## src/hw/rtl/i2csm_pkg.sv

```systemverilog
`timescale 1ns / 1ps
// ----------------------------------------------------------------------------
// i2csm_pkg
// Types and constants shared by the single-master I2C controller.
// ----------------------------------------------------------------------------
package i2csm_pkg;

   localparam int unsigned OP_W      = 3;
   localparam int unsigned BYTE_W    = 8;
   localparam int unsigned HALF_W    = 16;
   localparam int unsigned STRETCH_W = 24;
   localparam int unsigned BITCNT_W  = 4;
   localparam int unsigned CSR_ADDR_W = 1;
   localparam int unsigned CSR_DATA_W = 24;

   localparam logic [HALF_W-1:0]    HALF_BIT_RESET = 16'd500;
   localparam logic [STRETCH_W-1:0] STRETCH_RESET  = 24'd2000000;
   localparam logic [BITCNT_W-1:0]  BITS_PER_BYTE  = 4'd8;

   // opcodes as they arrive on the request channel
   localparam logic [OP_W-1:0] OP_NONE  = 3'd0;
   localparam logic [OP_W-1:0] OP_START = 3'd1;
   localparam logic [OP_W-1:0] OP_WRITE = 3'd2;
   localparam logic [OP_W-1:0] OP_READ  = 3'd3;
   localparam logic [OP_W-1:0] OP_STOP  = 3'd4;

   typedef enum logic [2:0] {
      CMD_NONE,
      CMD_START,
      CMD_WRITE,
      CMD_READ,
      CMD_STOP
   } cmd_type;

   typedef enum logic [2:0] {
      PH_IDLE,
      PH_ST_CHK,
      PH_HB1,
      PH_STR,
      PH_HB2,
      PH_ST_HOLD,
      PH_SP_CHK
   } phase_type;

   typedef enum logic [2:0] {
      CX_START,
      CX_WBIT,
      CX_WACK,
      CX_RBIT,
      CX_RACK,
      CX_STOP
   } ctx_type;

   typedef enum logic [CSR_ADDR_W-1:0] {
      CSR_HALF_BIT = 1'b0,
      CSR_STRETCH  = 1'b1
   } csr_addr_type;

   typedef struct packed {
      cmd_type             cmd;
      logic [BYTE_W-1:0]   data_byte;
      logic                send_ack;
      logic                scl_level;
      logic                sda_level;
   } item_type;

   typedef struct packed {
      logic                scl_pull_low;
      logic                sda_pull_low;
      logic                busy_res;
      logic                done_res;
      logic [BYTE_W-1:0]   read_byte;
      logic                timed_out;
      logic                sda_blocked;
      logic                no_ack;
   } result_type;

   typedef struct packed {
      logic [HALF_W-1:0]    half_bit_ticks;
      logic [STRETCH_W-1:0] stretch_timeout_ticks;
   } cfg_type;

   typedef struct packed {
      logic full;
      logic empty;
   } queue_status_type;

endpackage

```

## src/hw/rtl/i2csm_ifs.sv

```systemverilog
`timescale 1ns / 1ps
// ----------------------------------------------------------------------------
// i2csm channel interfaces
// Request, response and register-write channels with valid/ready.
// ----------------------------------------------------------------------------
interface i2csm_req_if;
   logic                      valid;
   logic                      ready;
   logic [i2csm_pkg::OP_W-1:0]   op;
   logic [i2csm_pkg::BYTE_W-1:0] data_byte;
   logic                      send_ack;
   logic                      scl_level;
   logic                      sda_level;

   modport source (output valid, op, data_byte, send_ack, scl_level, sda_level,
                   input ready);
   modport sink (input valid, op, data_byte, send_ack, scl_level, sda_level,
                 output ready);
   modport monitor (input valid, ready, op, data_byte, send_ack, scl_level,
                    sda_level);
endinterface

interface i2csm_rsp_if;
   logic                      valid;
   logic                      ready;
   logic                      scl_pull_low;
   logic                      sda_pull_low;
   logic                      busy_res;
   logic                      done_res;
   logic [i2csm_pkg::BYTE_W-1:0] read_byte;
   logic                      timed_out;
   logic                      sda_blocked;
   logic                      no_ack;

   modport source (output valid, scl_pull_low, sda_pull_low, busy_res, done_res,
                   read_byte, timed_out, sda_blocked, no_ack, input ready);
   modport sink (input valid, scl_pull_low, sda_pull_low, busy_res, done_res,
                 read_byte, timed_out, sda_blocked, no_ack, output ready);
   modport monitor (input valid, ready, scl_pull_low, sda_pull_low, busy_res,
                    done_res, read_byte, timed_out, sda_blocked, no_ack);
endinterface

interface i2csm_csr_if;
   logic                          valid;
   logic                          ready;
   logic [i2csm_pkg::CSR_ADDR_W-1:0] addr;
   logic [i2csm_pkg::CSR_DATA_W-1:0] wdata;

   modport source (output valid, addr, wdata, input ready);
   modport sink (input valid, addr, wdata, output ready);
   modport monitor (input valid, ready, addr, wdata);
endinterface

```

## src/hw/rtl/i2csm_front.sv

```systemverilog
`timescale 1ns / 1ps
// ----------------------------------------------------------------------------
// i2csm_front
// Takes request beats, decodes the opcode and pushes items into the queue.
// ----------------------------------------------------------------------------
module i2csm_front (
   i2csm_req_if.sink                   req_chan,
   input  i2csm_pkg::queue_status_type q_status,
   output logic                        push_valid,
   output i2csm_pkg::item_type         push_item
);
   import i2csm_pkg::*;

   cmd_type cmd;

   // reserved opcodes behave like none
   always_comb begin
      case (req_chan.op)
         OP_START: cmd = CMD_START;
         OP_WRITE: cmd = CMD_WRITE;
         OP_READ:  cmd = CMD_READ;
         OP_STOP:  cmd = CMD_STOP;
         default:  cmd = CMD_NONE;
      endcase
   end

   assign req_chan.ready = !q_status.full;
   assign push_valid     = req_chan.valid && !q_status.full;

   always_comb begin
      push_item.cmd       = cmd;
      push_item.data_byte = req_chan.data_byte;
      push_item.send_ack  = req_chan.send_ack;
      push_item.scl_level = req_chan.scl_level;
      push_item.sda_level = req_chan.sda_level;
   end

endmodule

```

## src/hw/rtl/i2csm_queue.sv

```systemverilog
`timescale 1ns / 1ps
// ----------------------------------------------------------------------------
// i2csm_queue
// Small FIFO of decoded items between the front end and the bus engine.
// ----------------------------------------------------------------------------
module i2csm_queue #(
   parameter int unsigned DEPTH = 2
) (
   input  logic                         clock,
   input  logic                         reset,
   input  logic                         push_valid,
   input  i2csm_pkg::item_type          push_item,
   input  logic                         pop,
   output i2csm_pkg::item_type          head_item,
   output i2csm_pkg::queue_status_type  q_status
);
   import i2csm_pkg::*;

   localparam int unsigned PTR_W = (DEPTH > 1) ? $clog2(DEPTH) : 1;
   localparam int unsigned CNT_W = $clog2(DEPTH + 1);
   localparam logic [PTR_W-1:0] LAST = PTR_W'(DEPTH - 1);
   localparam logic [CNT_W-1:0] FULL_CNT = CNT_W'(DEPTH);

   item_type          entry_ff [DEPTH];
   logic [PTR_W-1:0]  wr_ptr_ff, wr_ptr_in;
   logic [PTR_W-1:0]  rd_ptr_ff, rd_ptr_in;
   logic [CNT_W-1:0]  count_ff, count_in;
   logic              do_push;
   logic              do_pop;

   assign q_status.full  = (count_ff == FULL_CNT);
   assign q_status.empty = (count_ff == '0);
   assign do_push = push_valid && !q_status.full;
   assign do_pop  = pop && !q_status.empty;
   assign head_item = entry_ff[rd_ptr_ff];

   always_comb begin
      wr_ptr_in = wr_ptr_ff;
      rd_ptr_in = rd_ptr_ff;
      count_in  = count_ff;
      if (do_push) begin
         wr_ptr_in = (wr_ptr_ff == LAST) ? '0 : wr_ptr_ff + PTR_W'(1);
      end
      if (do_pop) begin
         rd_ptr_in = (rd_ptr_ff == LAST) ? '0 : rd_ptr_ff + PTR_W'(1);
      end
      if (do_push && !do_pop) begin
         count_in = count_ff + CNT_W'(1);
      end else if (do_pop && !do_push) begin
         count_in = count_ff - CNT_W'(1);
      end
   end

   always_ff @(posedge clock) begin
      if (reset) begin
         wr_ptr_ff <= '0;
         rd_ptr_ff <= '0;
         count_ff  <= '0;
      end else begin
         wr_ptr_ff <= wr_ptr_in;
         rd_ptr_ff <= rd_ptr_in;
         count_ff  <= count_in;
      end
   end

   always_ff @(posedge clock) begin
      if (do_push) begin
         entry_ff[wr_ptr_ff] <= push_item;
      end
   end

endmodule

```

## src/hw/rtl/i2csm_engine.sv

```systemverilog
`timescale 1ns / 1ps
// ----------------------------------------------------------------------------
// i2csm_engine
// Bus sequencer: one tick per item, with a registered response stage.
// ----------------------------------------------------------------------------
module i2csm_engine (
   input  logic                         clock,
   input  logic                         reset,
   input  i2csm_pkg::cfg_type           cfg,
   input  i2csm_pkg::item_type          head_item,
   input  i2csm_pkg::queue_status_type  q_status,
   output logic                         pop,
   i2csm_rsp_if.source                  rsp_chan
);
   import i2csm_pkg::*;

   phase_type              phase_ff, phase_in;
   ctx_type                ctx_ff, ctx_in;
   logic [BITCNT_W-1:0]    bit_ff, bit_in, bit_next;
   logic [BYTE_W-1:0]      shift_ff, shift_in, shift_rx;
   logic [HALF_W-1:0]      hb_ff, hb_in, hb_inc;
   logic [STRETCH_W-1:0]   str_ff, str_in;
   logic                   ack_ff, ack_in;
   logic                   timed_out_ff, timed_out_in;
   logic                   blocked_ff, blocked_in;
   logic                   no_ack_ff, no_ack_in;
   logic                   scl_drv_ff, scl_drv_in;
   logic                   sda_drv_ff, sda_drv_in;
   logic [BYTE_W-1:0]      rx_ff, rx_in;
   logic                   hb_over;
   logic                   done;
   logic                   rsp_valid_ff;
   result_type             rsp_data_ff, result;

   // a tick is taken when the response slot is free or being drained
   assign pop = !q_status.empty && (!rsp_valid_ff || rsp_chan.ready);

   always_comb begin
      phase_in     = phase_ff;
      ctx_in       = ctx_ff;
      bit_in       = bit_ff;
      shift_in     = shift_ff;
      hb_in        = hb_ff;
      str_in       = str_ff;
      ack_in       = ack_ff;
      timed_out_in = timed_out_ff;
      blocked_in   = blocked_ff;
      no_ack_in    = no_ack_ff;
      scl_drv_in   = scl_drv_ff;
      sda_drv_in   = sda_drv_ff;
      rx_in        = rx_ff;
      done         = 1'b0;
      // saturating half-bit counter, compared after the increment
      hb_inc   = (hb_ff == '1) ? hb_ff : hb_ff + HALF_W'(1);
      hb_over  = (hb_inc >= cfg.half_bit_ticks);
      bit_next = bit_ff + BITCNT_W'(1);
      shift_rx = {shift_ff[BYTE_W-2:0], head_item.sda_level};

      case (phase_ff)
         PH_IDLE: begin
            case (head_item.cmd)
               CMD_START: begin
                  timed_out_in = 1'b0;
                  blocked_in   = 1'b0;
                  no_ack_in    = 1'b0;
                  shift_in     = head_item.data_byte;
                  sda_drv_in   = 1'b0;
                  phase_in     = PH_ST_CHK;
               end
               CMD_WRITE: begin
                  bit_in     = '0;
                  sda_drv_in = !head_item.data_byte[BYTE_W-1];
                  shift_in   = {head_item.data_byte[BYTE_W-2:0], 1'b0};
                  ctx_in     = CX_WBIT;
                  hb_in      = '0;
                  phase_in   = PH_HB1;
               end
               CMD_READ: begin
                  sda_drv_in = 1'b0;
                  bit_in     = '0;
                  shift_in   = '0;
                  ack_in     = head_item.send_ack;
                  ctx_in     = CX_RBIT;
                  hb_in      = '0;
                  phase_in   = PH_HB1;
               end
               CMD_STOP: begin
                  sda_drv_in = 1'b1;
                  ctx_in     = CX_STOP;
                  hb_in      = '0;
                  phase_in   = PH_HB1;
               end
               default: ;
            endcase
         end
         PH_ST_CHK: begin
            if (!head_item.sda_level) begin
               blocked_in = 1'b1;
            end
            ctx_in   = CX_START;
            hb_in    = '0;
            phase_in = PH_HB1;
         end
         PH_HB1: begin
            hb_in = hb_inc;
            if (hb_over) begin
               scl_drv_in = 1'b0;
               str_in     = '0;
               phase_in   = PH_STR;
            end
         end
         PH_STR: begin
            if (head_item.scl_level) begin
               hb_in    = '0;
               phase_in = PH_HB2;
            end else if (str_ff >= cfg.stretch_timeout_ticks) begin
               timed_out_in = 1'b1;
               hb_in        = '0;
               phase_in     = PH_HB2;
            end else begin
               str_in = str_ff + STRETCH_W'(1);
            end
         end
         PH_HB2: begin
            hb_in = hb_inc;
            if (hb_over) begin
               case (ctx_ff)
                  CX_START: begin
                     sda_drv_in = 1'b1;
                     hb_in      = '0;
                     phase_in   = PH_ST_HOLD;
                  end
                  CX_WBIT: begin
                     scl_drv_in = 1'b1;
                     bit_in     = bit_next;
                     hb_in      = '0;
                     phase_in   = PH_HB1;
                     if (bit_next >= BITS_PER_BYTE) begin
                        sda_drv_in = 1'b0;
                        ctx_in     = CX_WACK;
                     end else begin
                        sda_drv_in = !shift_ff[BYTE_W-1];
                        shift_in   = {shift_ff[BYTE_W-2:0], 1'b0};
                        ctx_in     = CX_WBIT;
                     end
                  end
                  CX_WACK: begin
                     if (head_item.sda_level) begin
                        no_ack_in = 1'b1;
                     end
                     scl_drv_in = 1'b1;
                     phase_in   = PH_IDLE;
                     done       = 1'b1;
                  end
                  CX_RBIT: begin
                     shift_in   = shift_rx;
                     scl_drv_in = 1'b1;
                     bit_in     = bit_next;
                     hb_in      = '0;
                     phase_in   = PH_HB1;
                     if (bit_next >= BITS_PER_BYTE) begin
                        sda_drv_in = ack_ff;
                        ctx_in     = CX_RACK;
                     end else begin
                        ctx_in = CX_RBIT;
                     end
                  end
                  CX_RACK: begin
                     scl_drv_in = 1'b1;
                     rx_in      = shift_ff;
                     phase_in   = PH_IDLE;
                     done       = 1'b1;
                  end
                  CX_STOP: begin
                     sda_drv_in = 1'b0;
                     phase_in   = PH_SP_CHK;
                  end
                  default: phase_in = PH_IDLE;
               endcase
            end
         end
         PH_ST_HOLD: begin
            hb_in = hb_inc;
            if (hb_over) begin
               scl_drv_in = 1'b1;
               bit_in     = '0;
               sda_drv_in = !shift_ff[BYTE_W-1];
               shift_in   = {shift_ff[BYTE_W-2:0], 1'b0};
               ctx_in     = CX_WBIT;
               hb_in      = '0;
               phase_in   = PH_HB1;
            end
         end
         PH_SP_CHK: begin
            if (!head_item.sda_level) begin
               blocked_in = 1'b1;
            end
            phase_in = PH_IDLE;
            done     = 1'b1;
         end
         default: phase_in = PH_IDLE;
      endcase

      result.scl_pull_low = scl_drv_in;
      result.sda_pull_low = sda_drv_in;
      result.busy_res     = (phase_in != PH_IDLE);
      result.done_res     = done;
      result.read_byte    = rx_in;
      result.timed_out    = timed_out_in;
      result.sda_blocked  = blocked_in;
      result.no_ack       = no_ack_in;
   end

   always_ff @(posedge clock) begin
      if (reset) begin
         phase_ff     <= PH_IDLE;
         ctx_ff       <= CX_START;
         bit_ff       <= '0;
         shift_ff     <= '0;
         hb_ff        <= '0;
         str_ff       <= '0;
         ack_ff       <= 1'b0;
         timed_out_ff <= 1'b0;
         blocked_ff   <= 1'b0;
         no_ack_ff    <= 1'b0;
         scl_drv_ff   <= 1'b0;
         sda_drv_ff   <= 1'b0;
         rx_ff        <= '0;
      end else if (pop) begin
         phase_ff     <= phase_in;
         ctx_ff       <= ctx_in;
         bit_ff       <= bit_in;
         shift_ff     <= shift_in;
         hb_ff        <= hb_in;
         str_ff       <= str_in;
         ack_ff       <= ack_in;
         timed_out_ff <= timed_out_in;
         blocked_ff   <= blocked_in;
         no_ack_ff    <= no_ack_in;
         scl_drv_ff   <= scl_drv_in;
         sda_drv_ff   <= sda_drv_in;
         rx_ff        <= rx_in;
      end
   end

   // response register
   always_ff @(posedge clock) begin
      if (reset) begin
         rsp_valid_ff <= 1'b0;
      end else if (pop) begin
         rsp_valid_ff <= 1'b1;
      end else if (rsp_chan.ready) begin
         rsp_valid_ff <= 1'b0;
      end
   end

   always_ff @(posedge clock) begin
      if (pop) begin
         rsp_data_ff <= result;
      end
   end

   assign rsp_chan.valid        = rsp_valid_ff;
   assign rsp_chan.scl_pull_low = rsp_data_ff.scl_pull_low;
   assign rsp_chan.sda_pull_low = rsp_data_ff.sda_pull_low;
   assign rsp_chan.busy_res     = rsp_data_ff.busy_res;
   assign rsp_chan.done_res     = rsp_data_ff.done_res;
   assign rsp_chan.read_byte    = rsp_data_ff.read_byte;
   assign rsp_chan.timed_out    = rsp_data_ff.timed_out;
   assign rsp_chan.sda_blocked  = rsp_data_ff.sda_blocked;
   assign rsp_chan.no_ack       = rsp_data_ff.no_ack;

endmodule

```

## src/hw/rtl/i2c_single_master_controller_top.sv

```systemverilog
`timescale 1ns / 1ps
// A request beat is registered in the item queue, then in the response register.
// Throughput: one beat per cycle while responses are taken; one bus tick per beat.
// A two-entry item queue separates request intake from the bus sequencer.
// Reset (synchronous): bus state idle, both lines released, flags and read byte
// cleared, half_bit_ticks back to 500 and stretch_timeout_ticks to 2000000.
// ----------------------------------------------------------------------------
// i2c_single_master_controller_top
// Single-master I2C controller: front end, item queue and bus sequencer.
// ----------------------------------------------------------------------------
module i2c_single_master_controller_top #(
   parameter int unsigned QUEUE_DEPTH = 2
) (
   input  logic         clock,
   input  logic         reset,
   i2csm_req_if.sink    req_chan,
   i2csm_rsp_if.source  rsp_chan,
   i2csm_csr_if.sink    csr_chan
);
   import i2csm_pkg::*;

   cfg_type          cfg_ff, cfg_in;
   queue_status_type q_status;
   item_type         push_item;
   item_type         head_item;
   logic             push_valid;
   logic             pop;

   assign csr_chan.ready = 1'b1;

   always_comb begin
      cfg_in = cfg_ff;
      if (csr_chan.valid) begin
         case (csr_addr_type'(csr_chan.addr))
            CSR_HALF_BIT: cfg_in.half_bit_ticks = csr_chan.wdata[HALF_W-1:0];
            CSR_STRETCH:  cfg_in.stretch_timeout_ticks = csr_chan.wdata[STRETCH_W-1:0];
            default: ;
         endcase
      end
   end

   always_ff @(posedge clock) begin
      if (reset) begin
         cfg_ff.half_bit_ticks        <= HALF_BIT_RESET;
         cfg_ff.stretch_timeout_ticks <= STRETCH_RESET;
      end else begin
         cfg_ff <= cfg_in;
      end
   end

   i2csm_front u_front (
      .req_chan   (req_chan),
      .q_status   (q_status),
      .push_valid (push_valid),
      .push_item  (push_item)
   );

   i2csm_queue #(
      .DEPTH (QUEUE_DEPTH)
   ) u_queue (
      .clock      (clock),
      .reset      (reset),
      .push_valid (push_valid),
      .push_item  (push_item),
      .pop        (pop),
      .head_item  (head_item),
      .q_status   (q_status)
   );

   i2csm_engine u_engine (
      .clock     (clock),
      .reset     (reset),
      .cfg       (cfg_ff),
      .head_item (head_item),
      .q_status  (q_status),
      .pop       (pop),
      .rsp_chan  (rsp_chan)
   );

endmodule

```

## src/flat_wrapper.sv

```systemverilog
// flat-port wrapper written by rule: the top's interface ports become plain ports
module i2c_single_master_controller_top_flat import i2csm_pkg::*;
#(
   parameter int unsigned QUEUE_DEPTH = 2
)
  (clock, reset, req_chan_valid, req_chan_op, req_chan_data_byte, req_chan_send_ack, req_chan_scl_level, req_chan_sda_level, req_chan_ready, rsp_chan_valid, rsp_chan_scl_pull_low, rsp_chan_sda_pull_low, rsp_chan_busy_res, rsp_chan_done_res, rsp_chan_read_byte, rsp_chan_timed_out, rsp_chan_sda_blocked, rsp_chan_no_ack, rsp_chan_ready, csr_chan_valid, csr_chan_addr, csr_chan_wdata, csr_chan_ready);
  i2csm_req_if req_chan_i ();
  i2csm_rsp_if rsp_chan_i ();
  i2csm_csr_if csr_chan_i ();
  input  logic clock;
  input  logic reset;
  input wire logic [$bits(req_chan_i.valid)-1:0] req_chan_valid;
  input wire logic [$bits(req_chan_i.op)-1:0] req_chan_op;
  input wire logic [$bits(req_chan_i.data_byte)-1:0] req_chan_data_byte;
  input wire logic [$bits(req_chan_i.send_ack)-1:0] req_chan_send_ack;
  input wire logic [$bits(req_chan_i.scl_level)-1:0] req_chan_scl_level;
  input wire logic [$bits(req_chan_i.sda_level)-1:0] req_chan_sda_level;
  output wire logic [$bits(req_chan_i.ready)-1:0] req_chan_ready;
  output wire logic [$bits(rsp_chan_i.valid)-1:0] rsp_chan_valid;
  output wire logic [$bits(rsp_chan_i.scl_pull_low)-1:0] rsp_chan_scl_pull_low;
  output wire logic [$bits(rsp_chan_i.sda_pull_low)-1:0] rsp_chan_sda_pull_low;
  output wire logic [$bits(rsp_chan_i.busy_res)-1:0] rsp_chan_busy_res;
  output wire logic [$bits(rsp_chan_i.done_res)-1:0] rsp_chan_done_res;
  output wire logic [$bits(rsp_chan_i.read_byte)-1:0] rsp_chan_read_byte;
  output wire logic [$bits(rsp_chan_i.timed_out)-1:0] rsp_chan_timed_out;
  output wire logic [$bits(rsp_chan_i.sda_blocked)-1:0] rsp_chan_sda_blocked;
  output wire logic [$bits(rsp_chan_i.no_ack)-1:0] rsp_chan_no_ack;
  input wire logic [$bits(rsp_chan_i.ready)-1:0] rsp_chan_ready;
  input wire logic [$bits(csr_chan_i.valid)-1:0] csr_chan_valid;
  input wire logic [$bits(csr_chan_i.addr)-1:0] csr_chan_addr;
  input wire logic [$bits(csr_chan_i.wdata)-1:0] csr_chan_wdata;
  output wire logic [$bits(csr_chan_i.ready)-1:0] csr_chan_ready;
  assign req_chan_i.valid = req_chan_valid;
  assign req_chan_i.op = req_chan_op;
  assign req_chan_i.data_byte = req_chan_data_byte;
  assign req_chan_i.send_ack = req_chan_send_ack;
  assign req_chan_i.scl_level = req_chan_scl_level;
  assign req_chan_i.sda_level = req_chan_sda_level;
  assign req_chan_ready = req_chan_i.ready;
  assign rsp_chan_valid = rsp_chan_i.valid;
  assign rsp_chan_scl_pull_low = rsp_chan_i.scl_pull_low;
  assign rsp_chan_sda_pull_low = rsp_chan_i.sda_pull_low;
  assign rsp_chan_busy_res = rsp_chan_i.busy_res;
  assign rsp_chan_done_res = rsp_chan_i.done_res;
  assign rsp_chan_read_byte = rsp_chan_i.read_byte;
  assign rsp_chan_timed_out = rsp_chan_i.timed_out;
  assign rsp_chan_sda_blocked = rsp_chan_i.sda_blocked;
  assign rsp_chan_no_ack = rsp_chan_i.no_ack;
  assign rsp_chan_i.ready = rsp_chan_ready;
  assign csr_chan_i.valid = csr_chan_valid;
  assign csr_chan_i.addr = csr_chan_addr;
  assign csr_chan_i.wdata = csr_chan_wdata;
  assign csr_chan_ready = csr_chan_i.ready;
  i2c_single_master_controller_top #(.QUEUE_DEPTH(QUEUE_DEPTH)) u_core (.clock(clock), .reset(reset), .req_chan(req_chan_i), .rsp_chan(rsp_chan_i), .csr_chan(csr_chan_i));
endmodule
```

## config.mk

```make
export PLATFORM = sky130hd
export DESIGN_NAME = i2c_single_master_controller_top_flat
export DESIGN_NICKNAME = d
export VERILOG_FILES = /design/src/hw/rtl/i2csm_pkg.sv /design/src/hw/rtl/i2csm_ifs.sv /design/src/hw/rtl/i2csm_front.sv /design/src/hw/rtl/i2csm_queue.sv /design/src/hw/rtl/i2csm_engine.sv /design/src/hw/rtl/i2c_single_master_controller_top.sv /design/src/flat_wrapper.sv
export SDC_FILE = /design/constraint.sdc
export NUM_CORES = 1
export LEC_CHECK = 0
export ABC_AREA = 1
export BUFFER_PORTS_ARGS = -buffer_cell sky130_fd_sc_hd__buf_2
export CORE_MARGIN = 2
export CORE_UTILIZATION = 30
export DETAILED_ROUTE_END_ITERATION = 8
export PLACE_DENSITY_LB_ADDON = 0.2
export SLEW_MARGIN = 20
export SYNTH_ARGS = -nofsm -noshare
export SYNTH_HDL_FRONTEND = slang
export SYNTH_SLANG_ARGS = --single-unit
export TNS_END_PERCENT = 100
```

## constraint.sdc

```tcl
create_clock -name clock -period 7 [get_ports clock]
set_input_delay 0 -clock clock [delete_from_list [all_inputs] [get_ports clock]]
set_output_delay 0 -clock clock [all_outputs]
set_load 0.005 [all_outputs]
```

* Yosys cells after proc, flatten, opt, wreduce, memory -nomap -nowiden
Memories as Yosys holds them, arrays and structs flattened. A register that Yosys moved wholly into a read port is not among the register bits.
Index checks and enable logic that the tools add are counted.
** Word-level totals
- Bits in registers :: 132
- RAM bits :: 28
- Input port bits :: 44
- Output and inout port bits :: 18
- Word-level logic and storage cells :: 192
- Memories :: 1
** Memories
- u_core.u_queue.entry_ff :: words 2, width 14, rd ports 1, clocked after memory_dff 1, write ports 1, line i2csm_queue.sv:24 : item_type entry_ff [DEPTH];
** Cells by class
- Add/sub/neg operators :: 7
- Order comparisons :: 3
- Equal/unequal tests :: 34
- Mux-type cells :: 79
- Bitwise gates (word level) :: 1
- Reductions and logical operators :: 40
** Operators with widths (number)
- 2-to-1 mux 16 bit :: 7
- one-hot mux 16 bit (6 select lines) :: 1
- 2-to-1 mux 24 bit :: 3
- 2-to-1 mux 8 bit :: 6
- one-hot mux 24 bit (2 select lines) :: 1
- one-hot mux 8 bit (3 select lines) :: 2
- 2-to-1 mux 1 bit :: 27
- adder 24 x 1 -> 24 bit, second input constant :: 1
- == test 3 x 2 -> 1 bit, second input constant :: 8
- >= comparator 24 bit :: 1
- 2-to-1 mux 3 bit :: 8
- one-hot mux 3 bit (4 select lines) :: 2
- == test 3 bit, second input constant :: 7
- one-hot mux 3 bit (3 select lines) :: 2
- one-hot mux 3 bit (6 select lines) :: 1
- adder 16 x 1 -> 16 bit, second input constant :: 1
- == test 16 bit, second input constant :: 1
- >= comparator 16 bit :: 1
- 2-to-1 mux 4 bit :: 4
- inequality test 2 bit, second input constant :: 8
- one-hot mux 8 bit (2 select lines) :: 1
- == test 3 x 1 -> 1 bit, second input constant :: 4
- one-hot mux 3 bit (2 select lines) :: 2
- one-hot mux 4 bit (3 select lines) :: 1
- other kinds (32) :: 64

* Logic depth before layout (Yosys ltp)
Gate-level depths: netlist of the first run.
- Depth in word-level cells :: 8
- Depth in mapped cells :: 24
- Gate-level depth less buffers :: 24

* Hierarchy
A second synthesis of the first run with hierarchy kept.
** Second synthesis, totals
- Cells, all modules :: 1311
- Area, all modules :: 9359.0 um^2
** By module, submodules not included
- i2csm_engine :: instances 1, cells an instance 1010, area an instance 6481.2 um^2, seq. area each 1911.8 um^2
- i2c_single_master_controller_top :: instances 1, cells an instance 200, area an instance 1495.2 um^2, seq. area each 800.8 um^2
- i2csm_queue :: instances 1, cells an instance 80, area an instance 1262.5 um^2, seq. area each 940.9 um^2
- i2csm_front :: instances 1, cells an instance 21, area an instance 120.1 um^2, seq. area each 0.0 um^2

* Worst setup path after synthesis of the first run
Ideal clock, no wire load.
- Path kind :: register to register
- From :: register u_core.u_engine.hb_ff[0]
- To :: register u_core.u_engine.str_ff[11]
- Library setup time :: 0.136 ns
- Arrival :: 2.835 ns
- Data required time :: 6.864 ns
- Path slack :: 4.029 ns
- Stages on the path, launching flop included :: 21
- Path buffers :: 1
- Clock period less this slack :: 2.971 ns
- Cells stage by stage :: dfxtp_1 ha_1 nand3_1 nor2_2 nand4_1 inv_1 nand3_1 nand2_1 xnor2_1 ha_1 nand2_1 o21ai_0 a21oi_2 nand2_4 nand2_4 nand2_4 nand2_4 clkinv_4 buf_6 nand2_1 a21oi_2
** Between the ends
- Longest elaborated chain between the ends :: 5
- Elaborated cells between the ends (all ways) :: 6
- Classes of those cells :: add/sub (1); order compare (1); eq/ne (2); mux (1); reduce/logical (1)
** RTL lines
- start: declaration :: line i2csm_engine.sv:21 : logic [HALF_W-1:0] hb_ff, hb_in, hb_inc;
- start signal: assignment :: line i2csm_engine.sv:234 : hb_ff <= hb_in;
- adder 16 x 1 -> 16 bit / == test 16 bit (equally long branches) :: line i2csm_engine.sv:54 : hb_inc = (hb_ff == '1) ? hb_ff : hb_ff + HALF_W'(1);
- 2-to-1 mux 16 bit * :: line i2csm_engine.sv:54
- >= comparator 16 bit * :: line i2csm_engine.sv:55 : hb_over = (hb_inc >= cfg.half_bit_ticks);
- inequality test 2 bit (no source line) *
- AND reduction 5 bit (no source line) *
- end signal: assignment :: line i2csm_engine.sv:235 : str_ff <= str_in;
- end: declaration :: line i2csm_engine.sv:22 : logic [STRETCH_W-1:0] str_ff, str_in;
Every way passes the cells marked *; elsewhere a longest branch is shown, timed or not.
A chain may end at the register's enable or synchronous reset.

* Worst setup path in the final report of the first run
- From :: register u_core.u_engine.hb_ff[0]
- To :: register u_core.u_engine.str_ff[23]
Same word-level chain as after synthesis.

==> results.md, run 1 <==
- CTS root buffer: clkbuf_16
- Setup_tns: 0 ns
- Power density cells: 308 nW/um2
- DP Worst Slack: 3.44 ns
- Post-synthesis compound-gate area fraction: roughly 15%
- Largest family of logic cells by synthesized area: simple AND/OR/NAND/NOR gates
- Row count: 63
- Fillcell total: ~3100
- DPL Wire Length: 15800 um
- Warnings from Yosys: 0
- Critical path required time: 7.27 ns
- Max Cap Violations: 0
- Reg area: 3650 um2
- CP Max Fanout: 27
- CP Data Arrival Time: 3.85 ns
- Async S/R FF share, synth: 0%
- Gr usage total: roughly 15%
- Port-buffer cells: 60
- Multi-input gate area: ~4500 um2
- Status: finished, final reports clean
- GR Layer Usage met2: between 20% and 30%
- Core Footprint: 29400 um2
- Final period utilization: between 50% and 60%
- Max-slew headroom: 40.7%
- Area share of fa/ha/maj cells after synthesis: 6.32%
- Fin Hold WS: 0.0892 ns
- Post-synthesis mux area share: 0.239%
- Post-layout util: a little over a third
- Slew @ Worst Pin: ~0.89 ns
- First-pass GRT wire length: 36200 um
- Final Hold Vio Count: 0
- CP endpoint kind: register
- Fin worst setup slack: 3.42 ns
- Post-synth EDFFs: between 40 and 50
- Seq cells post-synth: 161
- Met3 Resource Use GR: 2.52%
- Worst setup SP type: register
- Design Power: 3.23 mW
- Number of remaining DRC errors: 0
- Count of cell types in the netlist: 54
- Later-pin clock latency in the skew report: around 0.43 ns
- Clock sinks: between 150 and 200
- P&R area growth vs syn: 17.8%
- Post-synthesis xor/xnor area fraction: 2.95%
- Height of the die: 176 um
- Final net count: 1332
- Cells after synthesis: ~1200
- DR iter-0 viols: ~400
- RSZ-0062 raised after global routing: false
- Leakage power: between 4 and 5 nW
- Initial antenna violation count: 0
- Synth Area per Inst: 7.71 um2
- Setup Fix Bufs, Post-CTS: 0
- Clock-pin slew on the worst setup and hold paths: approximately 0.060 ns
- Fmax: approximately 280 MHz
- Clock skew: 0.00746 ns
- GRT busiest layer: met2
- GR Layer Usage met1: 19.0%
- Cts repair resizes: 0
- H-tree levels: 4
- Tmin final: 3.58 ns
- R2r startpoint: u_core.u_engine.hb_ff[0]
- Post-Syn Nets: 1245
- Vias in the first global route: between 7000 and 8000
- Die width: 176 um
- Main flop type after synthesis: dfxtp_1
- I/O pin cnt: between 60 and 70
- Critical path startpoint: u_core.u_engine.hb_ff[0]
- CTS tree: yes
- Peak supply drop: 0.195 mV
- Total Wirelength: 21900 um
- Crit Path Category: register to register
- CTS buffer count: 17
- Simple-Gate Fraction of Synth Area: 25.3%
- Worst hold path type: primary input to register
- Starting density of the core: between 30% and 40%
- Final Max Slew Viols: 0
- Antenna viol nets, final: 0
- DR vias/cell: 4.58
- Largest net degree at the start of global routing: 67
- Layout cells sized above 1: a little over an eighth
- Routed vias: 7531
- Seq/Total Area, Yosys: roughly two fifths
- Routed length per instance: 13.3 um
- Diode count: 0
- Final setup vio count: 0
- RePlAce Congestion: around 0.85
- Gr ovfl total: 0
- Mapped Area: between 8000 and 9000 um2
- Die area: 31100 um2
- Worst hold path startpoint: csr_chan_addr
- DR pass1 iterations: 5
- CTS max path bufs: 2
## registers in the layout, summed over array words and instances (netlist names), 4 cells and up, named ones only
name,flops
u_core.u_engine.bit_ff,4
u_core.u_engine.rsp_chan.read_byte,8
u_core.u_engine.shift_ff,8
u_core.u_engine.rx_ff,8
u_core.u_queue.entry_ff,28
u_core.u_engine.hb_ff,16
u_core.cfg_ff,40
u_core.u_engine.str_ff,24
## stage by stage
step / instance area (um2) / cells
after floorplan: 8910 / 1156
after global placement: 9530 / 1573
after detailed placement: 9530 / 1573
after CTS: 10500 / 1646
after global routing: 10500 / 1646
final: 10500 / 1646
## cells by family (layout without fill, tap and decap cells)
group,Yosys count,in the layout
DFF,161,161
adders and majority gates,45,45
xor gates and xnor gates,30,30
muxes,2,2
AOI/OAI and AO/OA,239,239
and+or+nand+nor,488,488
buffers and inverters,190,290
other,1,1
## worst max-delay path: stages, from the launching register on
cell and delay, ns:
dfxtp_1 0.40, ha_1 0.21, nand3_1 0.13, nor2_2 0.22
nand4_1 0.18, nor2_1 0.21, nor3_1 0.08, xor2_1 0.20
ha_1 0.28, a21oi_1 0.18, o21ai_0 0.11, a21oi_2 0.23
nand2_4 0.14, nand2_4 0.10, nand2_4 0.08, nand2_4 0.26
clkinv_4 0.22, nand2_1 0.11, a21oi_1 0.06
## path summary, 6_finish.rpt
check / to / slack [ns] / cells past startpoint
setup / recovery: u_core.u_engine.str_ff[23] / 3.42 / 18
hold / removal: u_core.cfg_ff[32] / 0.09 / 4
setup reg to reg: u_core.u_engine.str_ff[23] / 3.42 / 18
hold reg to reg: register / 0.45 / 1
## timing repair
action | CTS | global route
endpoints found under the hold margin | 70 | 0
hold buffers | 41 | 0
setup endpoints to repair | 0 | 0
## per-layer routing
| metal | wire length [um] | part of all wire [%] |
|---|---|---|
| met1 | 10600 | 48 |
| met2 | 10400 | 48 |
| met3 | 556 | 2.5 |
| met4 | 387 | 1.8 |
| met5 | 0 | 0 |
## layout make-up
class / count / share of cell area [%]
clock buffer: 20 / 4.16
clock inverter: 12 / 1.09
inverter: 151 / 5.45
multi-input combinational: 805 / 42.6
sequential: 161 / 34.8
tap: 390 / 4.65
timing repair buffer: 107 / 7.20
## Yosys cell counts, drive strengths merged, types with 3 or more instances
master	number	area share (%)
nand2	254	12
inv	149	6.3
a21oi	130	7.8
dfxtp	118	27
nor2	115	5.4
o21ai	82	5.1
nand3	64	4.0
ha	45	6.3
edfxtp	43	14
nand4	28	2.2
clkbuf	20	0.84
buf	19	1.6
nor3	19	1.3
xor2	18	1.8
o211ai	13	1.1
xnor2	12	1.2
nor4	3	0.38
o21bai	3	0.25
## placed cells by master, fill, tap and decap left out, drive strengths merged, types with 43 or more instances in the layout
| cell | netlist | final |
|---|---|---|
| a21oi | 130 | 130 |
| buf | 19 | 66 |
| dfxtp | 118 | 118 |
| edfxtp | 43 | 43 |
| ha | 45 | 45 |
| inv | 149 | 149 |
| nand2 | 254 | 254 |
| nand3 | 64 | 64 |
| nor2 | 115 | 115 |
| o21ai | 82 | 82 |
## report_power, final
group          switching (mW)  internal (mW)
logic                   0.744          0.356
registers               0.103           1.16
clock network           0.384          0.490
total                    1.23           2.00
(Power assumes the default switching activity.)
==> run 2: changes to the inputs <==
- clock period: 7 -> 3.5 ns (I/O delays scaled with it)
==> run 2 against run 1 <==
First-iteration DRC count is 4.8% lower. Routed wire length grew 2.7%. Final cell count increased by 1.2%. Largest power group unchanged.
==> results.md, run 2 (synthesis gave the netlist of run 1 again) <==
- Status: finished, final reports clean
- CP endpoint kind: register
- Comb power frac: 34.4% (+0.4 points)
- Die area: 31100 um2 (unchanged)
- Slew @ Worst Pin: 0.835 ns (-0.0521 ns)
- DR vias/cell: 4.57 (about the same)
- Later-pin clock latency in the skew report: 0.43 ns (about the same)
- Largest register FFs: 40 (unchanged)
- Crit path largest cell delay: 0.37 ns (-0.03 ns)
- Antenna viol nets, final: 0 (unchanged)
- DP Worst Slack: 0.151 ns (-3.29 ns)
- Height of the die: 176 um (unchanged)
- R2r startpoint: u_core.u_engine.hb_ff[1]
- Commonest non-fill, non-tap cell in the layout: nand2_1
- Power density cells: 623 nW/um2 (+100%)
- Worst hold path type: primary input to register
- P&R area growth vs syn: 20.9%
- Worst setup SP type: register
- CTS tree: yes
- Routed vias: 7621 (+1.2%)
- Crit Path Category: register to register
- Final period utilization: 92.2% (+41 points)
- Vias in the first global route: 7207 (+1.6%)
- Critical path startpoint: u_core.u_engine.hb_ff[1]
- Cells after DPL: 1582 (+0.57%)
- Final Max Slew Viols: 0 (unchanged)
- CTS buffer count: 17 (unchanged)
- Design Power: 6.70 mW (+110%)
- Gr usage total: 14.8% (+0.13 points)
- Leakage power: 4.60 nW (+3.4%)
- DPL Wire Length: 16200 um (+2.3%)
- Crit-path slowest cell: dfxtp_2
- Worst hold path startpoint: req_chan_valid
- Die width: 176 um (unchanged)
- CP Data Arrival Time: 3.55 ns (-0.30 ns)
- Final Hold Vio Count: 0 (unchanged)
- First-pass GRT wire length: 36700 um (+1.4%)
- DR pass1 iterations: 6 (+1)
- DR iter-0 viols: 380 (-4.8%)
- Net Sw Frac: 39.5% (+1.4 points)
- Total Wirelength: 22500 um (+2.7%)
- CTS root buffer: clkbuf_16
- RePlAce Congestion: 0.829 (-2.2%)
- CP Max Fanout: 8 (-70%)
- H-tree levels: 4 (unchanged)
- Number of remaining DRC errors: 0 (unchanged)
- P_int: 4.06 mW (+100%)
- Clock skew: 0.0199 ns (+0.0125 ns)
- Largest reg by FF count: u_core.cfg_ff
- Final net count: 1352 (+1.5%)
- Initial antenna violation count: 1 (+1)
- CTS max path bufs: 2 (unchanged)
- Critical path required time: 3.82 ns (-3.45 ns)
- Max-slew headroom: 44.4% (+3.7 points)
- Post-layout util: 36.6% (+0.95 points)
- Non-filler cells, final: 1666 (+1.2%)
- Peak supply drop: 0.374 mV (+91%)
- Max Cap Violations: 0 (unchanged)
- Gr ovfl total: 0 (unchanged)
- Sequential share of power: 37.5% (-1.5 points)
- Layout cells sized above 1: 16.1% (+2.5 points)
- Top flop regs: u_core.cfg_ff (40), u_core.u_queue.entry_ff (28), u_core.u_engine.str_ff (24)
- Sw power: 2.65 mW (+110%)
- Most frequent cells in the layout: nand2_1, inv_1, a21oi_1
- I/O pin cnt: 62 (unchanged)
- Fin worst setup slack: 0.273 ns (-3.14 ns)
- Final setup vio count: 0 (unchanged)
- Diode count: 0 (unchanged)
- Clock-pin slew on the worst setup and hold paths: 0.08 ns (+0.02 ns)
- Routed length per instance: 13.5 um (+1.4%)
- Core Footprint: 29400 um2 (unchanged)
- Tmin final: 3.23 ns (-0.357 ns)
- Largest net degree at the start of global routing: 66 (-1.5%)
- Crit path cell chain: ha_2, nand3_2, nor2_4, nand4_1, inv_2, nand3_2, nand2_1, xnor2_1, ha_1, a21oi_1, o21ai_0, a21oi_2, nand2_4, buf_2, nand2_4, nor2_8, buf_12, nand2_2, o21ai_2, o21ai_1, inv_1
- Clock sinks: 161 (unchanged)
- Clock power frac: 28.1% (+1.1 points)
- Row count: 63 (unchanged)
- Fmax: 310 MHz (+11%)
- Starting density of the core: 30.3% (unchanged)
- Port-buffer cells: 60 (unchanged)
==> run 2: cell count changes in the layout (fill, tap and decap cells not counted), sizes merged <==
| cell | previous run | this run |
|---|---|---|
| buf | 66 | 87 |
| bufinv | 1 | 0 |
| clkbuf | 20 | 17 |
| clkinv | 8 | 6 |
| clkinvlp | 5 | 0 |
| dlygate4sd3 | 41 | 40 |
| inv | 149 | 160 |
==> run 2: area by class of cell <==
| type | instances | area [um2] |
|---|---|---|
| clock buffers | 17 | 425 |
| clock inverters | 15 | 171 |
| fillers | 3119 | 18600 |
| inverters | 151 | 572 |
| multi-input cells | 805 | 4510 |
| flip-flops and latches | 161 | 3660 |
| well taps | 390 | 488 |
| repair buffers | 127 | 946 |
==> run 2: per-layer routing <==
metal	GRT usage, %	share of wire, %
met4	4.24	1.3
met3	2.48	2.3
met1	19.4	48
met2	25.1	49
met5	0	0.040
==> run 2: repair_timing <==
item,in CTS,in global routing
hold endpoints to repair,69,0
gates resized for setup,0,15
hold buffers,40,0
endpoints found under the setup margin,0,72
setup buffers,0,12
==> run 2: path summary, 6_finish.rpt <==
kind / end / slack (ns) / cells past startpoint
setup / recovery: u_core.u_engine.rx_ff[2] / 0.27 / 21
hold reg to reg: u_core.cfg_ff[21] / 0.46 / 2
setup reg to reg: u_core.u_engine.rx_ff[2] / 0.27 / 21
hold / removal: u_core.u_queue.wr_ptr_ff / 0.02 / 5
==> run 2: power by group through the flow <==
stage / Clock, mW / Combinational [mW] / Sequential, mW
finish: 1.88 / 2.31 / 2.51
global route: 2.01 / 2.62 / 2.55
CTS: 1.93 / 2.33 / 2.52
detailed placement: 0 / 2.28 / 2.56
floorplan: 0 / 1.70 / 2.49
global placement: 0 / 2.27 / 2.56
==> run 2: stage by stage <==
stage                     area, um2  setup TNS [ns]  hold slack (ns)
after floorplan                8910               0           0.0989
after CTS                     10600               0           0.0182
after detailed placement       9610               0            0.192
after global placement         9610               0            0.190
final                         10800               0           0.0152
after global routing          10800          -0.130           0.0696
==> run 2: critical path, delay by kind of cell, from the launching register on <==
kind,cells,cell delay [ns]
and+or+nand+nor,9,0.95
AOI/OAI and AO/OA,5,0.64
DFF,1,0.37
buffers and inverters,4,0.51
xor gates and xnor gates,1,0.14
adders and majority gates,2,0.50
==> run 3: changes to the inputs <==
- PLACE_DENSITY_LB_ADDON: 0.2 -> 0.25
==> run 3 against run 2 <==
Core utilization down 0.29 points. Non-clock buffer count down 10. Sequential share of layout area is 0.27 points higher. Total power up 1.2%. First-iteration DRC count is 7.4% higher. Combinational power about the same. Maximum frequency fell by 1.3%. Via count about the same. Routed wire length is 3.1% lower. Critical path depth decreased by 2. Register-to-register slack got worse by 0.04 ns. Critical path type unchanged. Critical endpoint is now u_core.u_engine.str_ff[10]. Largest cell class unchanged.
==> results.md, run 3 (synthesis gave the netlist of run 1 again) <==
- Non-filler cells, final: 1656 (-0.60%)
- Final Max Slew Viols: 0 (unchanged)
- Vias in the first global route: 7054 (-2.1%)
- Clock sinks: 161 (unchanged)
- CP Data Arrival Time: 3.63 ns (+0.08 ns)
- CTS tree: yes
- Later-pin clock latency in the skew report: 0.44 ns (about the same)
- Routed vias: 7618 (-0.039%)
- Most frequent cells in the layout: nand2_1, inv_1, a21oi_1
- Total Wirelength: 21800 um (-3.1%)
- Final setup vio count: 0 (unchanged)
- Worst hold path type: primary input to register
- Power density cells: 635 nW/um2 (+2.0%)
- Fin Hold WS: 0.0608 ns (+0.0456 ns)
- GRT busiest layer: met2
- RePlAce Congestion: 0.856 (+3.3%)
- DR iter-0 viols: 408 (+7.4%)
- Critical path required time: 3.86 ns (+0.04 ns)
- Number of remaining DRC errors: 0 (unchanged)
- H-tree levels: 4 (unchanged)
- Worst setup SP type: register
- Largest net degree at the start of global routing: 66 (unchanged)
- Gr ovfl total: 0 (unchanged)
- Fmax: 306 MHz (-1.3%)
- Fillcell total: 3084 (-1.1%)
- Height of the die: 176 um (unchanged)
- Post-layout util: 36.3% (-0.29 points)
- Top flop regs: u_core.cfg_ff (40), u_core.u_queue.entry_ff (28), u_core.u_engine.str_ff (24)
- Final Hold Vio Count: 0 (unchanged)
- Clock skew: 0.00874 ns (-0.0112 ns)
- DR vias/cell: 4.60 (+0.56%)
- CTS max path bufs: 2 (unchanged)
- Antenna viol nets, final: 0 (unchanged)
- Status: finished, final reports clean
- I/O pin cnt: 62 (unchanged)
- Final non-filler cell area: 10700 um2 (-0.79%)
- CP Max Fanout: 10 (+2)
- Fin worst setup slack: 0.230 ns (-0.0427 ns)
- Core Footprint: 29400 um2 (unchanged)
- Design Power: 6.78 mW (+1.2%)
- CTS root buffer: clkbuf_16
- Cells after DPL: 1581 (-0.063%)
- Die area: 31100 um2 (unchanged)
- DP Worst Slack: 0.0946 ns (-0.0562 ns)
- GR Layer Usage met1: 19.3% (-0.076 points)
- Leakage power: 4.52 nW (-1.7%)
- Clock-pin slew on the worst setup and hold paths: 0.07 ns (about the same)
- Slew @ Worst Pin: 0.876 ns (+0.0413 ns)
- First-pass GRT wire length: 36100 um (-1.6%)
- Row count: 63 (unchanged)
- DPL Wire Length: 15800 um (-2.1%)
- Largest register FFs: 40 (unchanged)
- Max Cap Violations: 0 (unchanged)
- DR pass1 iterations: 5 (-1)
- P&R area growth vs syn: 19.9%
- Final period utilization: 93.4% (+1.2 points)
- Gr usage total: 14.5% (-0.26 points)
- Tmin final: 3.27 ns (+0.0428 ns)
- Starting density of the core: 30.3% (unchanged)
- Largest reg by FF count: u_core.cfg_ff
- Routed length per instance: 13.2 um (-2.5%)
- Max-slew headroom: 41.4% (-3.0 points)
- Final net count: 1342 (-0.74%)
- Crit Path Category: register to register
- Initial antenna violation count: 0 (-1)
- Diode count: 0 (unchanged)
- Peak supply drop: 0.368 mV (-1.6%)
- Placed cell areas: 9600 um2 (about the same)
- Met3 Resource Use GR: 2.52% (+0.043 points)
- CTS buffer count: 17 (unchanged)
- CP endpoint kind: register
- Die width: 176 um (unchanged)
- Setup_tns: 0 ns (unchanged)
- Port-buffer cells: 60 (unchanged)
- Layout cells sized above 1: 15.2% (-0.98 points)
- Commonest non-fill, non-tap cell in the layout: nand2_1
- GR Layer Usage met2: 24.1% (-0.98 points)
run 3: cell count changes in the layout (fill, tap and decap cells not counted), moves of 2 or more:
cell	before	now
buf_12	3	1
buf_4	21	15
bufinv_16	0	3
clkinv_8	3	0
clkinvlp_4	0	4
inv_8	7	1
run 3: final cells by class:
class                           count  area, um2  share of cell area (%)
Tap cell                          390        488                    4.57
Multi-Input combinational cell    805       4510                    42.3
Inverter                          151        574                    5.38
Timing Repair Buffer              117        845                    7.90
Clock inverter                     15        181                    1.70
Clock buffer                       17        425                    3.98
Sequential cell                   161       3660                    34.2
run 3: per-layer routing:
metal	part of all wire, %	vias up	wire (um)
met2	47	122	10200
met5	0	-	0
met1	49	3454	10600
li1	-	4019	-
met4	1.5	0	318
met3	2.9	23	636
run 3: critical path, cell delays in order (launching register included):
cell and delay (ns):
dfxtp_2 0.36, ha_1 0.20, nand3_2 0.12, nor2_4 0.18, nand4_1 0.19, inv_2 0.12, nand3_1 0.13, nand2_1 0.11
xnor2_1 0.15, ha_1 0.28, nand2_1 0.13, o21ai_0 0.13, a21oi_2 0.22, nand2_4 0.14, nand2_4 0.10, nand2_4 0.09
nand2_8 0.11, buf_4 0.19, nand2_1 0.06, a21oi_1 0.14
run 3: worst paths after layout:
check,start,to,slack (ns),depth (start not counted)
worst max-delay path,u_core.u_engine.hb_ff[0],u_core.u_engine.str_ff[10],0.23,19
worst max register to register,u_core.u_engine.hb_ff[0],u_core.u_engine.str_ff[10],0.23,19
worst min-delay path,rsp_chan_ready,u_core.u_engine.rsp_chan.valid,0.06,4
worst min register to register,u_core.u_queue.rd_ptr_ff,register,0.45,1
run 3: power by group:
| part | leakage, nW | internal, mW | switching, mW |
|---|---|---|---|
| Sequential | 1.38 | 2.32 | 0.191 |
| Clock | 0.281 | 1.13 | 0.807 |
| Combinational | 2.87 | 0.779 | 1.56 |
| Total | 4.52 | 4.22 | 2.56 |
run 3: what timing repair did:
| item | in CTS | in global routing |
|---|---|---|
| hold buffers | 40 | 0 |
| buffers inserted | 0 | 3 |
| endpoints found under the setup margin | 0 | 72 |
| gates resized for setup | 0 | 14 |
| endpoints found under the hold margin | 69 | 0 |
